File: src/sv/lla_ram.sv
// Generic simple dual-port RAM with one write port and a registered read port.
module lla_ram #(
  parameter int WIDTH = 64,
  parameter int DEPTH = 64
) (
  input  logic                     clk,
  input  logic                     we,
  input  logic [$clog2(DEPTH)-1:0] waddr,
  input  logic [WIDTH-1:0]         wdata,
  input  logic                     re,
  input  logic [$clog2(DEPTH)-1:0] raddr,
  output logic [WIDTH-1:0]         rdata
);

  logic [WIDTH-1:0] mem [DEPTH];
  logic [WIDTH-1:0] rdata_r;

  always_ff @(posedge clk) begin
    if (we) begin
      mem[waddr] <= wdata;
    end
    if (re) begin
      rdata_r <= mem[raddr];
    end
  end

  assign rdata = rdata_r;

endmodule

File: config.mk
export PLATFORM = sky130hd
export DESIGN_NAME = lla_ram
export DESIGN_NICKNAME = d
export VERILOG_FILES = /design/src/sv/lla_ram.sv
export SDC_FILE = /design/constraint.sdc
export NUM_CORES = 2
export LEC_CHECK = 0
export ABC_AREA = 0
export BUFFER_PORTS_ARGS = -buffer_cell sky130_fd_sc_hd__buf_2
export CAP_MARGIN = 20
export CORE_UTILIZATION = 55
export CTS_CLUSTER_SIZE = 10
export DETAILED_ROUTE_END_ITERATION = 12
export PLACE_DENSITY = 0.74
export SYNTH_ARGS = -nofsm -noshare
export SYNTH_HDL_FRONTEND = slang
export SYNTH_SLANG_ARGS = --single-unit
File: constraint.sdc
create_clock -name clk -period 7.2 [get_ports clk]
set_clock_uncertainty 0.05 [all_clocks]
set_input_delay 1.44 -clock clk [delete_from_list [all_inputs] [get_ports clk]]
set_output_delay 1.44 -clock clk [all_outputs]
set_load 0.005 [all_outputs]
Word level (Yosys, flattened, before mapping)
Memories as Yosys holds them, arrays and structs flattened. A register that Yosys moved wholly into a read port is not among the register bits.
Cells that the tools add are included.
- logic and storage cells: 3
- register bits: 0
- input bits: 79
- bits in writable memories: 4096
- memories: 1
- memories (memory ; depth ; bits a word ; read ports ; clocked after memory_dff ; wr ports ; line ; RTL):
    mem ; 64 ; 64 ; 1 ; 1 ; 1 ; 15 ; logic [WIDTH-1:0] mem [DEPTH];
- muxes and demuxes: 2
- operators with widths (cell ; count):
    2-to-1 mux 1 bit ; 2

Longest topological paths before layout
- depth after elaboration: 2
- gate-level depth with buffers: 9
- depth with buffers taken out: 5

Least setup slack after synthesis
OpenSTA, ideal clock, no wires.
- kind: in2reg
- start point: input waddr[3]
- end point: memory mem[48][0], enable pin
- data required time: 6.586 ns
- setup slack: 0.274 ns
- stages on the path: 4
- arrival time: 6.312 ns
- cell sequence: clkbuf_1 > nor2b_1 > nand4b_1 > nor3_1
- RTL lines (element ; line ; RTL):
    from (decl) ; 8 ; input logic [$clog2(DEPTH)-1:0] waddr,
    to (decl) ; 15 ;
No word-level cell before the write port.

==> metrics.md <==
| Metric | Value |
|---|---|
| Layout cells sized above 1 | `0.279` |
| Register area share after synthesis | `0.796` |
| Max VDD drop | `0.000228 V` |
| RSZ-0062 raised after global routing | `no` |
| Crit start category | `input pin` |
| Arrival @ worst endpoint | `4.56 ns` |
| Total Routing Usage GR | `0.297` |
| Final worst path period need | `around 4 ns` |
| Reg2reg start | `mem[11][48]$_DFFE_PP_` |
| WHS | `roughly 0.76 ns` |
| R2R Setup Slk | `between 4 and 5 ns` |
| Commonest non-fill, non-tap cells in the layout | `edfxtp_1, mux4_2, clkbuf_16` |
| Largest net degree at the start of global routing | `117` |
| Crit. End Element | `register` |
| Outcome | `complete, no violations` |
| Syn Nets | `6677` |
| Finish-stage setup viols | `0` |
| Post-synth top area share | `0.796` |
| Vias per cell | `about 7.1` |
| Worst skew pair latency | `roughly 0.97 ns` |
| Core Area | `283000 um^2` |
| Residual DRC | `0` |
| Final nets | `7133` |
| Via count of the first global-routing pass | `approximately 78000` |
| End point of the critical path | `rdata[38]$_DFFE_PP_` |
| PwrDens | `281 nW/um^2` |
| Avg Cell Area, Syn | `23.8 um^2` |
| Layout Cells excl Fill | `10900` |
| Die height | `between 500 and 600 um` |
| Effective utilization at floorplan | `0.555` |
| Leading area contributor after synthesis | `edfxtp_1` |
| Synth cell types | `32` |
| DP Cell Count | `10300` |
| #FFs+latches synth | `4160` |
| Clk buf depth | `4` |
| Cell Rows | `just under 200` |
| Port-buffer cells | `142` |
| Gates resized, CTS repair | `0` |
| Die Span X | `536 um` |
| Reg2reg end | `rdata[48]$_DFFE_PP_` |
| CTS Hold Bufs | `0` |
| First-pass GRT wire length | `592 mm` |
| Synth warnings | `0` |
| Fin crit share | `0.548` |
| Critical Path Source | `raddr[3]` |
| Detailed-router iteration count before antenna repair | `6` |
| Total CTS buffers | `461` |
| Root buf cell | `clkbuf_16` |
| Fillcell total | `18100` |
| Initial antenna violation count | `44` |
| FMAX | `0.253 GHz` |
| CTS tree | `yes` |
| Cells after Synth | `approximately 6600` |
| Post-DP HPWL | `215 mm` |
| WL final | `424 mm` |
| Vias | `~78000` |
| Setup TNS | `0 ns` |
| P&R area growth vs syn | `12.0%` |
| Final Slew Violations | `0` |
| Req. time, crit path | `~8 ns` |
| CTS clk-pin slew, worst paths | `0.05 ns` |
| 1st-iter DRT viols | `12200` |
| Most common cell after layout, fill and taps aside | `edfxtp_1` |
| Clock H-tree levels | `5` |
| GRT overflow | `0` |
| Slew margin rel. | `0.186` |
| Maximum fanout along the worst path | `29` |
| Die area | `288000 um^2` |
| Hold Path Class | `in2reg` |
| Mapped Area | `roughly 160000 um^2` |
| Fin. Hold Viols | `0` |
| Leakage Power | `54.6 nW` |
| Ports | `143` |
| Worst-margin pin slew | `1.22 ns` |
| Cells on worst reg2reg path | `5` |
| Crit Path Category | `in2reg` |
| Max_cap viols | `0` |
| Post-CTS Setup Bufs | `0` |
| Dominant cells by area after synthesis | `edfxtp_1, mux4_2, mux2i_1` |
| CTS Sinks | `4160` |
| Final ANT Viol Nets | `0` |
| WL/cell | `39.0 um` |
| Final GP Congestion | `0.818` |
[cell usage after synthesis (all sizes together)]
cell type     n
nand2b       11
o22ai        83
and3         64
edfxtp     4160
or3b          1
a31oi        18
nand4         2
nand3        45
nor2        112
a31o          1
clkbuf      140
a211oi       63
nand2        58
o221ai       38
a2bb2oi      19
mux2i       135
a22o         88
or3          29
a41oi        26
mux4       1024
a22oi       168
buf         230
nand3b        2
inv          19
and2          3
nand4b        1
nor3          2
nor2b        28
or2          28
[cell type report]
type                            count  area (um^2)  area share
Sequential cell                  4160       125000       0.711
Inverter                           19         71.3    0.000406
Antenna cell                       34         85.1    0.000484
Tap cell                         3743         4680      0.0266
Clock buffer                      483        11700      0.0668
Timing Repair Buffer              363         3140      0.0179
Multi-Input combinational cell   2049        30800       0.175
Clock inverter                     22          375     0.00214
[cell families (layout without fill, tap and decap cells)]
group                  count (synthesis)  in the layout  share of synthesized area
DFF                                 4160           4160                      0.796
buffers and inverters                389            887                     0.0118
other                                  0             34                          0
and+or+nand+nor                      386            386                     0.0123
AOI/OAI and AO/OA                    504            504                     0.0247
muxes                               1159           1159                      0.156
[state kept, by name (all words and copies together), names as in the netlist]
register and flops:
mem 4096, rdata 64
[worst max-delay path, stage by stage]
cell and delay [ns]:
buf_2 0.40, nand2b_2 0.33, buf_4 0.38, nor2_4 1.02, buf_4 0.36, a2bb2oi_1 0.12, a31oi_1 0.36, a211oi_1 0.11
[stage by stage]
stage / utilization / setup WS, ns / cell area (um^2) / power, mW
after floorplan: - / 0.274 / 157000 / 28.7
after global placement: 0.576 / 2.41 / 163000 / 29.6
after detailed placement: 0.577 / 2.36 / 163000 / 29.7
after CTS: 0.619 / 3.27 / 175000 / 49.4
after global routing: 0.621 / 3.09 / 176000 / 50.4
final: 0.621 / 3.25 / 176000 / 49.3
[how the worst min path moves through the flow]
| stage | start | end | slack (ns) | depth (start not counted) |
|---|---|---|---|---|
| 6_report | wdata[11] | mem[20][11]$_DFFE_PP_ | 0.76 | 1 |
| 5_1_grt | wdata[11] | mem[20][11]$_DFFE_PP_ | 0.75 | 1 |
| 4_1_cts | mem[54][32]$_DFFE_PP_ | rdata[32]$_DFFE_PP_ | 0.86 | 4 |
| 3_5_place_dp | mem[54][32]$_DFFE_PP_ | rdata[32]$_DFFE_PP_ | 0.85 | 4 |
| 3_3_place_gp | mem[46][14]$_DFFE_PP_ | rdata[14]$_DFFE_PP_ | 0.84 | 4 |
| 2_1_floorplan | mem[30][61]$_DFFE_PP_ | rdata[61]$_DFFE_PP_ | 0.81 | 4 |
[per-layer routing]
metal	routed length (um)	global-route usage	vias to the layer above
met2	202000	0.463	6330
met3	55000	0.0692	1143
li1	-	-	29200
met5	93	0	-
met4	21200	0.138	16
met1	146000	0.402	41000
[where the power goes]
group | total [mW] | internal, mW | switching (mW)
Clock | 20.1 | 11.4 | 8.72
Combinational | 2.24 | 0.833 | 1.41
Sequential | 27.0 | 26.9 | 0.112
No activity file was read; power rests on OpenSTA's default activity.
