File: src/sv/lla_pkg.sv
// Shared types and constants for the life-like automaton block.
package lla_pkg;

  localparam int FUNC_W     = 2;
  localparam int COORD_W    = 6;
  localparam int ROW_W      = 64;
  localparam int MASK_W     = 9;
  localparam int SIZE_W     = 7;
  localparam int CFG_IDX_W  = 3;
  localparam int CFG_DATA_W = 9;

  localparam logic [FUNC_W-1:0] FUNC_WRITE   = 2'd0;
  localparam logic [FUNC_W-1:0] FUNC_READ    = 2'd1;
  localparam logic [FUNC_W-1:0] FUNC_ADVANCE = 2'd2;
  localparam logic [FUNC_W-1:0] FUNC_UNUSED  = 2'd3;

  localparam logic [CFG_IDX_W-1:0] CFG_SURVIVE = 3'd0;
  localparam logic [CFG_IDX_W-1:0] CFG_BIRTH   = 3'd1;
  localparam logic [CFG_IDX_W-1:0] CFG_WIDTH   = 3'd2;
  localparam logic [CFG_IDX_W-1:0] CFG_HEIGHT  = 3'd3;
  localparam logic [CFG_IDX_W-1:0] CFG_EDGE    = 3'd4;

  localparam logic KIND_READ = 1'b0;
  localparam logic KIND_ROW  = 1'b1;

  typedef struct packed {
    logic [FUNC_W-1:0]  func;
    logic [COORD_W-1:0] cell_col;
    logic [COORD_W-1:0] cell_row;
    logic               cell_value;
  } in_word_t;

  typedef struct packed {
    logic               kind;
    logic               read_value;
    logic [COORD_W-1:0] row_index;
    logic [ROW_W-1:0]   row_bits;
    logic [ROW_W-1:0]   change_mask;
    logic               last;
  } out_word_t;

  typedef struct packed {
    logic [MASK_W-1:0] survive_mask;
    logic [MASK_W-1:0] birth_mask;
    logic              wrap;
  } rule_ctl_t;

endpackage

File: src/sv/lla_rule.sv
// Neighbor count and birth/survive rule for every column of one row.
module lla_rule #(
  parameter int NC = 64
) (
  input  lla_pkg::rule_ctl_t       ctl,
  input  logic [NC-1:0]            up,
  input  logic [NC-1:0]            mid,
  input  logic [NC-1:0]            dn,
  input  logic [NC-1:0]            wm,
  input  logic [$clog2(NC)-1:0]    last_col,
  output logic [NC-1:0]            nb
);
  import lla_pkg::*;

  localparam int CW = $clog2(NC);

  logic [NC-1:0] um;
  logic [NC-1:0] mm;
  logic [NC-1:0] dm;

  assign um = up & wm;
  assign mm = mid & wm;
  assign dm = dn & wm;

  for (genvar c = 0; c < NC; c++) begin : g_col
    logic       ul, ml, dl, ur, mr, dr;
    logic [3:0] cnt;

    if (c == 0) begin : g_left_edge
      assign ul = ctl.wrap & um[last_col];
      assign ml = ctl.wrap & mm[last_col];
      assign dl = ctl.wrap & dm[last_col];
    end else begin : g_left
      assign ul = um[c-1];
      assign ml = mm[c-1];
      assign dl = dm[c-1];
    end

    if (c == NC - 1) begin : g_right_edge
      assign ur = ctl.wrap & um[0];
      assign mr = ctl.wrap & mm[0];
      assign dr = ctl.wrap & dm[0];
    end else begin : g_right
      assign ur = (CW'(c) == last_col) ? (ctl.wrap & um[0]) : um[c+1];
      assign mr = (CW'(c) == last_col) ? (ctl.wrap & mm[0]) : mm[c+1];
      assign dr = (CW'(c) == last_col) ? (ctl.wrap & dm[0]) : dm[c+1];
    end

    assign cnt = 4'(ul) + 4'(um[c]) + 4'(ur) + 4'(ml) + 4'(mr)
               + 4'(dl) + 4'(dm[c]) + 4'(dr);
    assign nb[c] = wm[c] & (mm[c] ? ctl.survive_mask[cnt] : ctl.birth_mask[cnt]);
  end

endmodule

File: config.mk
export PLATFORM = sky130hd
export DESIGN_NAME = lla_rule
export DESIGN_NICKNAME = d
export VERILOG_FILES = /design/src/sv/lla_pkg.sv /design/src/sv/lla_rule.sv
export SDC_FILE = /design/constraint.sdc
export NUM_CORES = 2
export LEC_CHECK = 0
export BUFFER_PORTS_ARGS = -buffer_cell sky130_fd_sc_hd__buf_4
export CORE_ASPECT_RATIO = 1.4
export CORE_MARGIN = 2
export CORE_UTILIZATION = 50
export DETAILED_ROUTE_END_ITERATION = 10
export PLACE_DENSITY = 0.8
export RECOVER_POWER = 50
export SYNTH_ARGS = -nofsm -noshare
export SYNTH_HDL_FRONTEND = slang
export SYNTH_SLANG_ARGS = --single-unit
File: constraint.sdc
create_clock -name vclk -period 7.65
set_input_delay 0.765 -clock vclk [all_inputs]
set_output_delay 0.765 -clock vclk [all_outputs]
set_load 0.05 [all_outputs]
# ---- Word level (Yosys, flattened, before mapping)
# Cells that the tools add are included.
# Widths: inputs -> output; s select.
dict set report classes {
  n_addsub 448
  order_cmp 65
  eq_ne 62
  mux 515
  n_bitwise 73
  n_reduce_logical 1
}
# op n
set op_table {}
lappend op_table {{$add 4x1->4} 256}
lappend op_table {{$bmux 1 s4} 128}
lappend op_table {{$mux 1} 384}
lappend op_table {{$lt 4x5->1 const B} 64}
lappend op_table {{$add 3x1->4} 64}
lappend op_table {{$add 2x1->3} 64}
lappend op_table {{$and 64x64->64} 3}
lappend op_table {{$eq 6x6->1 const A} 31}
lappend op_table {{$add 1x1->2} 64}
lappend op_table {{$eq 5x6->1 const A} 16}
lappend op_table {{$and 1x1->1} 70}
lappend op_table {{$eq 4x6->1 const A} 8}
lappend op_table {{$eq 3x6->1 const A} 4}
lappend op_table {{$bmux 1 s6} 3}
lappend op_table {{$eq 2x6->1 const A} 2}
lappend op_table {{$lt 6x7->1 const B} 1}
lappend op_table {{$eq 1x6->1 const A} 1}
lappend op_table {{$logic_not 6->1} 1}
dict set report totals {
  regBits 0
  out_inout_bits 64
  wordCells 1164
}

# ---- Longest topological paths before layout
dict set report logic_depth {
  word_depth 15
  mapped_depth 22
}

# ---- Worst setup path after synthesis
# Ideal clock, no wire load.
dict set report synth_timing {
  path_kind {input to output}
  from {input port last_col[3]}
  to {output port nb[0]}
  t_arrival_ps 5900
  required_time_ps 6885
  setup_slack_ps 985
  stages 21
  path_cell_list {buf_2 > buf_2 > buf_4 > nor2_1 > a221oi_1 > o21ai_0 > o21ai_0 > nor4_2 > fa_1 > inv_1 > fa_1 > fa_1 > inv_1 > ha_1 > inv_1 > fa_1 > clkbuf_1 > mux4_2 > mux4_2 > a21oi_1 > nor2b_1}
}
dict set report synth_via {
  elab_chain_len 14
  elab_cells_between_ends 26
  classes_between {7 x add/sub; 14 x mux; 4 x bitwise; 1 x reduce/logical}
}
# item line
set synth_rtl {}
lappend synth_rtl {{from (decl)} lla_rule.sv:10} ;# input logic [$clog2(NC)-1:0] last_col,
lappend synth_rtl {{$bmux 1 s6} lla_rule.sv:30} ;# assign ul = ctl.wrap & um[last_col];
lappend synth_rtl {{$mux 1 (not written as such)} lla_rule.sv:30}
lappend synth_rtl {{$and 1x1->1} lla_rule.sv:30}
lappend synth_rtl {{$add 1x1->2} lla_rule.sv:49} ;# assign cnt = 4'(ul) + 4'(um[c]) + 4'(ur) + 4'(ml) + 4'(mr)
lappend synth_rtl {{$add 2x1->3} lla_rule.sv:49}
lappend synth_rtl {{$add 3x1->4} lla_rule.sv:49}
lappend synth_rtl {{$add 4x1->4} lla_rule.sv:49}
lappend synth_rtl {{$add 4x1->4 (2 in series)} lla_rule.sv:50} ;# + 4'(dl) + 4'(dm[c]) + 4'(dr);
lappend synth_rtl {{$add 4x1->4 (*)} lla_rule.sv:50}
lappend synth_rtl {{$bmux 1 s4} lla_rule.sv:51} ;# assign nb[c] = wm[c] & (mm[c] ? ctl.survive_mask[cnt] : ctl.birth_mask[cnt]);
lappend synth_rtl {{$mux 1 (not written as such)} lla_rule.sv:51}
lappend synth_rtl {{$mux 1 (*)} lla_rule.sv:51}
lappend synth_rtl {{$and 1x1->1 (*)} lla_rule.sv:51}
lappend synth_rtl {{to (decl)} lla_rule.sv:11} ;# output logic [NC-1:0] nb
# Every way passes the cells marked *; elsewhere a longest branch is shown, timed or not. The select of a mux whose other input is x is not followed.

# ---- Worst setup path in the final report
# Same ends and word-level chain as after synthesis.

==> results.txt <==
- The run finished, with violations left.
* Failing checks: capacitance limit, slew limit
- Final critical-path setup slack: roughly 0.22 ns
- The via count of the first global-routing pass is ~26000.
- The largest single stage delay on the critical path is roughly 0.66 ns.
- Via count: about 25000
- Final Setup Violations: 0
- Once detail routing completed, the nets flagged for antenna violations numbered 0.
- Before CTS, the worst setup slack after placement is 0.188 ns.
- Area growth from synthesis to layout: 10.7%
- Walking the worst path, the cells encountered are clkbuf_2 > buf_4 > nand2_1 > nor2_1 > nand2_1 > a31oi_1 > nor4_2 > fa_1 > inv_1 > fa_1 > fa_1 > inv_1 > ha_1 > inv_1 > fa_1 > mux4_2 > mux4_2 > a21oi_1 > nor2b_1 > buf_4.
* Post-CTS setup buffers: 0
* Required time reported for the critical path endpoint: 6.88 ns
- Final hold vios: 0
- Setup repair after global routing left no endpoint under its margin.
- Area of the die: 52300 um2
- Yosys cell types: between 60 and 70
- For this run, the total global-route usage over all layers was measured as roughly 44%.
* PortBufs: approximately 350
- Critical path arrival: approximately 6.7 ns
- VDD IR-drop max: about 0.13 mV
- Fraction of layout cells with a size suffix above 1: 25.6%
* Critical path peak fanout: 28
- Area share of the leading cell type in the synthesized netlist: between 20% and 30%
* Dominant cell by count in the synthesized netlist: inv_1
* Category of the worst setup path capture point: output port
- The worst pin sits at a relative slew slack of -6.60%.
* Number of max-cap violations: 1
- The design has 0 sequential cells.
* DR vias/cell: ~7.1
* Synth Warn #: 0
- Clock buffer count in the final layout: 0
- Synthesized netlist net count: roughly 3500
- Of all cell types, the one taking the most synthesized area is mux4_2.
- The number of antenna violations at the first check in global routing is 3.
- Overall power consumption: between 0.004 and 0.005 W
- The die is approximately 270 um tall.
- The pre-antenna-repair detailed-routing pass consisted of 5 iterations.
- Share of synthesized area occupied by flip-flops and latches: 0%
* Starting Density: 50.6%
* GPL Wtd Cong: between 1 and 1.5
* Synth top area cells: mux4_2 28%, fa_1 20%, ha_1 9.5%
- Based on the critical path, the design can be clocked at up to between 0.1 and 0.15 GHz.
* Sum of routed wire length over all layers: between 100000 and 150000 um
- Largest net degree at the start of global routing: between 60 and 70
* Final TNS setup: 0 ns
- After technology mapping, the gate count stands at ~2700.
- Dividing total power by cell area gives a power density of ~170 nW/um2.
- Final nets: about 3600
- Leading cell types by count after synthesis: 362 x inv_1, 319 x mux4_2, 256 x fa_1, 241 x nand2_1, 209 x nor2_1
- Iter 0 DRT Violations: ~2600
* Sequential cell area: 0 um2
- Static leakage: around 14 nW
* Crit start category: input port
- The number of pins exceeding their max-slew limit in the final report is 29.
- After detailed routing, the average wire length per cell comes to about 33 um.
- Worst path most repeated cell: fa_1
* Overflow left after global routing: 0
- Shortest clock period the worst path allows after layout: 7.43 ns
* Row Count: 97
- Summing every instance area after synthesis gives 25200 um2.
- Detailed placement finished with a half-perimeter wire length of approximately 86000 um.
- Min-delay worst type: in2out
- Die extent in x: ~190 um
* I/O pins: ~350
* DRC Markers: 0
- Core region area: around 50000 um2
- Cells fill 56.0% of the core in the end.
- Dividing the final minimum period by the clock period gives between 90% and 100%.
- Worst-path cell with the longest stage delay: fa_1
* Synth Area per Inst: around 9 um2
- Slew of the pin with the lowest slew margin: approximately 1.6 ns
- The critical path in this run is classified as in2out.
- The first global-routing pass estimated between 150000 and 200000 um of wire.
-- layout make-up --
cell class,instances,area (um2)
antenna,2,5.00
inverter,366,1380
timing repair buffer,401,2930
fill,4376,22000
multi-input combinational,2107,22800
tap,643,805
-- worst paths after layout --
path,start,end,slack [ns],cells past startpoint
worst min-delay path,wm[54],nb[54],1.94,3
worst max-delay path,last_col[3],nb[0],0.22,20
-- through the flow --
step / hold WS [ns] / instance area (um2) / std cells
final: 1.94 / 27900 / 3519
after CTS: 1.94 / 28000 / 3517
after global placement: 1.94 / 28000 / 3517
after global routing: 1.95 / 27900 / 3518
after floorplan: 1.80 / 25200 / 2723
after detailed placement: 1.94 / 28000 / 3517
-- layout by cell type, fill, tap and decap left out, types with 18 or more instances in the layout --
cell,Yosys,layout
buf_4,5,375
inv_1,362,363
mux4_2,319,319
fa_1,256,256
nand2_1,241,240
nor2_1,209,209
ha_1,192,192
a21oi_1,185,185
mux2i_1,144,144
a21o_1,85,85
and2_1,77,77
nor2b_1,69,68
nor4_1,64,64
xor2_1,43,43
a31oi_1,28,28
mux2_2,23,23
nor3b_1,23,23
xnor2_1,21,21
clkbuf_1,184,21
o21ai_0,18,18
-- report_power, final --
part              internal [W]  leakage, nW  switching, W
sequential                   0            0             0
clock          0.0000000000316    0.0000127             0
combinational          0.00236         13.7       0.00251
total                  0.00236         13.7       0.00251
-- kinds of logic after synthesis --
| logic type | after synthesis | synth area share [%] |
|---|---|---|
| adder cells (fa/ha/maj) | 448 | 29.8 |
| AO/OA/AOI/OAI | 372 | 9.01 |
| XOR/XNOR | 64 | 2.22 |
| buffers and inverters | 616 | 9.61 |
| AND/OR/NAND/NOR | 737 | 14.1 |
| multiplexers | 486 | 35.2 |
-- per-layer routing --
metal | vias up | wire, um | GRT usage (%) | share of wire, %
met1 | 12000 | 34700 | 47.5 | 30
met2 | 2217 | 54500 | 72.0 | 46
li1 | 9899 | - | - | -
met5 | - | 26 | 0 | 0.022
met4 | 4 | 14500 | 42.0 | 12
met3 | 771 | 13500 | 9.61 | 12
-- worst max-delay path: cells and delay by family --
kind	cells	cell delay [ns]
AND/OR/NAND/NOR	5	0.63
buffers and inverters	6	1.40
AO/OA/AOI/OAI	2	0.50
adder cells (fa/ha/maj)	5	2.34
multiplexers	2	1.02
-- what timing repair did --
action	in CTS	in global routing
gates resized for setup	0	1
setup endpoints to repair	0	1
hold buffers	0	0
(Power assumes the default switching activity.)
